--- config.mk ---
export PLATFORM = sky130hd
export DESIGN_NAME = cmt_divstep
export DESIGN_NICKNAME = d
export VERILOG_FILES = /design/src/cmt_divstep.sv
export SDC_FILE = /design/constraint.sdc
export NUM_CORES = 1
export LEC_CHECK = 0
export ABC_AREA = 1
export BUFFER_PORTS_ARGS = -buffer_cell sky130_fd_sc_hd__buf_2
export CORE_MARGIN = 1
export CORE_UTILIZATION = 55
export DETAILED_ROUTE_END_ITERATION = 8
export MAX_ROUTING_LAYER = met4
export PLACE_DENSITY_LB_ADDON = 0.08
export SYNTH_ARGS = -nofsm -noshare
export SYNTH_HDL_FRONTEND = slang
export SYNTH_SLANG_ARGS = --single-unit
--- constraint.sdc ---
create_clock -name vclk -period 13.75
set_clock_uncertainty 0.15 [all_clocks]
set_input_delay 0 -clock vclk [all_inputs]
set_output_delay 0 -clock vclk [all_outputs]
set_load 0.05 [all_outputs]
--- src/cmt_divstep.sv ---
// ----------------------------------------------------------------------------
// cmt_divstep
// Six restoring division steps on a remainder below a 7-bit divisor.
// ----------------------------------------------------------------------------
`default_nettype none

module cmt_divstep (
  input  wire logic [6:0] rem_i,
  input  wire logic [6:0] den_i,
  input  wire logic [5:0] bits_i,
  output logic      [6:0] rem_o,
  output logic      [5:0] q_o
);

  always_comb begin
    logic [7:0] r;
    r   = {1'b0, rem_i};
    q_o = '0;
    for (int s = 0; s < 6; s++) begin
      r = {r[6:0], bits_i[5 - s]};
      if (r >= {1'b0, den_i}) begin
        r          = r - {1'b0, den_i};
        q_o[5 - s] = 1'b1;
      end
    end
    rem_o = r[6:0];
  end

endmodule

`default_nettype wire

==> flow_metrics.py <==
metrics = {
    "route": {
        "drtAntennaViolNets": 0,
        "wire_per_inst_um": 11.7,
        "first_pass_iters": 4,
        "drc": 0,
        "finalWirelength_um": 5840,
        "drt_iter0_markers": 99,
        "avgViaCountPerCell": 5.18,
        "vias": 2584,
    },
    "synthesis": {
        "synth_top_family_by_area": "simple AND/OR/NAND/NOR gates",
        "synthAdderAreaFrac": 0.260,
        "synth_most_common_cell": "nand2_1",
        "synth.distinct_cells": 33,
        "synth_commonest_cells": "nand2_1, inv_1, ha_1",
        "yosys.area.top_type": "ha_1",
        "yosys_warnings": 0,
        "synth_compound_area_frac": 0.123,
        "syn_inst": 415,
        "syn_nets": 483,
        "synthMuxAreaShare": 0,
        "seq_area_frac_synth": 0,
        "syn_area_per_cell_um2": 5.98,
        "synth_area_um2": 2480,
        "ys_top_cells_by_area": "ha_1, nand2_1, inv_1",
        "synth_top_area_frac": 0.212,
        "synth-simple-area-share": 0.410,
        "synth-xor-area-share": 0.0777,
    },
    "floorplanning": {
        "core-area_um2": 4350,
        "pin_count": 33,
        "rows": 24,
        "start_util": 0.570,
        "die-height_um": 69.2,
        "dieArea_um2": 4780,
        "die_w_um": 69.2,
    },
    "timing": {
        "max_slew_margin": 0.636,
        "hold_viol_final": 0,
        "fmax_mhz": 97.4,
        "final.min_clock_period_ns": 10.27,
        "fin_crit_sh": 0.747,
        "finalSetupViolCount": 0,
        "tns_ns": 0,
        "drv_slew": 0,
        "rsz0062_at_grt": "false",
        "worst_pin_slew_ns": 0.539,
    },
    "global_route": {
        "grt_pass1_vias": 2483,
        "overflow": 0,
        "grt_pass1_wl_um": 10600,
        "track_usage": 0.266,
        "grt_max_degree": 12,
        "antenna_found_initial": 0,
    },
    "cells_and_area": {
        "synthToLayoutAreaGrowth_pct": 8.83,
        "fillers": 429,
        "fin_nets": 517,
        "clkbuf_count": 0,
        "seq_area_um2": 0,
        "seq_cell_count": 0,
        "diodes": 0,
        "drive_above_1_share": 0.157,
    },
    "min_path": {
        "hp-class": "in2out",
        "holdPathEnd": "rem_o[0]",
        "min_from": "bits_i[0]",
        "holdPathStages": 4,
    },
    "critical_path": {
        "cp_slowest_stage_delay_ns": 0.44,
        "critical_path_class": "in2out",
        "end_kind": "output port",
        "crit_family": "simple AND/OR/NAND/NOR gates",
        "crit_top_cell": "nand2_1",
        "crit_required_ns": 13.60,
        "cp-start-kind": "input pin",
        "arrival_ns": 10.12,
        "crit_slowest_cell": "fa_1",
        "crit_fanout": 11,
        "crit_buf_inv": 10,
    },
    "placement": {
        "gp_congestion": 0.929,
        "dp_hpwl_um": 4990,
        "numPortBuffers": 33,
    },
    "clock_network": {
        "cts_resized": 0,
        "cts_hold_buffers": 0,
        "postCtsSetupBuffers": 0,
    },
    "outcome": {
        "outcome": "complete, no violations",
    },
    "job": {
        "cap_violations": 0,
    },
}
==> metrics by stage <==
step / hold WS, ns / std cells / area, µm² / setup slack [ns] / utilization
global placement: 0.240 / 499 / 2700 / 3.59 / 0.620
global route: 0.279 / 499 / 2700 / 2.22 / 0.620
CTS: 0.244 / 499 / 2700 / 3.46 / 0.620
finish: 0.244 / 499 / 2700 / 3.48 / 0.620
detailed placement: 0.243 / 499 / 2700 / 3.49 / 0.620
floorplan: 0.169 / 415 / 2480 / 3.98 / -
==> layer usage <==
layer  up-vias  GRT usage  part of all wire
met5         -          -                 0
met4         0     0.0340             0.013
met3         6     0.0102             0.050
met2        67      0.435              0.44
met1      1122      0.373              0.50
li1       1389          -                 -
==> layout by cell type, fill, tap and decap left out, types with 2 or more instances in the layout <==
| cell type | count |
|---|---|
| nand3_1 | 34 |
| a21oi_1 | 19 |
| o21ai_0 | 9 |
| nor2_4 | 3 |
| fa_1 | 6 |
| o211ai_1 | 2 |
| o21ai_2 | 3 |
| o21ai_1 | 2 |
| nand2_2 | 9 |
| nand3_2 | 2 |
| nor2_1 | 14 |
| nor3_1 | 2 |
| or2_2 | 5 |
| xor2_1 | 15 |
| inv_1 | 80 |
| nand2_1 | 131 |
| buf_2 | 33 |
| xnor2_1 | 7 |
| o21bai_1 | 2 |
| ha_1 | 42 |
| inv_2 | 2 |
| a21oi_2 | 4 |
| nand3_4 | 5 |
| nand4_1 | 6 |
| a31oi_1 | 2 |
==> layout make-up <==
type	count	area (µm²)	area share
Inverter	82	308	0.114
Multi-Input combinational cell	332	2160	0.801
Timing Repair Buffer	33	165	0.0612
Tap cell	52	65.1	0.0241
==> cells by family (layout without fill, tap and decap cells) <==
| group | after synthesis | in the layout |
|---|---|---|
| compound gates | 48 | 48 |
| xor+xnor | 22 | 22 |
| buf+inv | 83 | 115 |
| simple gates | 214 | 214 |
| fa+ha+maj | 48 | 48 |
==> how the worst max path moves through the flow <==
| stage | end | from | cells after the start | slack, ns |
|---|---|---|---|---|
| after floorplan | rem_o[0] | bits_i[5] | 66 | 3.98 |
| after global placement | rem_o[3] | den_i[1] | 62 | 3.59 |
| after detailed placement | rem_o[1] | den_i[1] | 66 | 3.49 |
| after CTS | rem_o[1] | den_i[1] | 66 | 3.46 |
| after global routing | rem_o[4] | den_i[1] | 64 | 2.22 |
| final | rem_o[2] | den_i[1] | 67 | 3.48 |
==> worst min-delay path, stage by stage <==
cell and delay (ns):
buf_2 0.10, nand2_1 0.05, nand2_1 0.04, buf_2 0.20
Power is not shown: default switching activity piles up to over one toggle a cycle in this logic, so the estimate is an artifact.
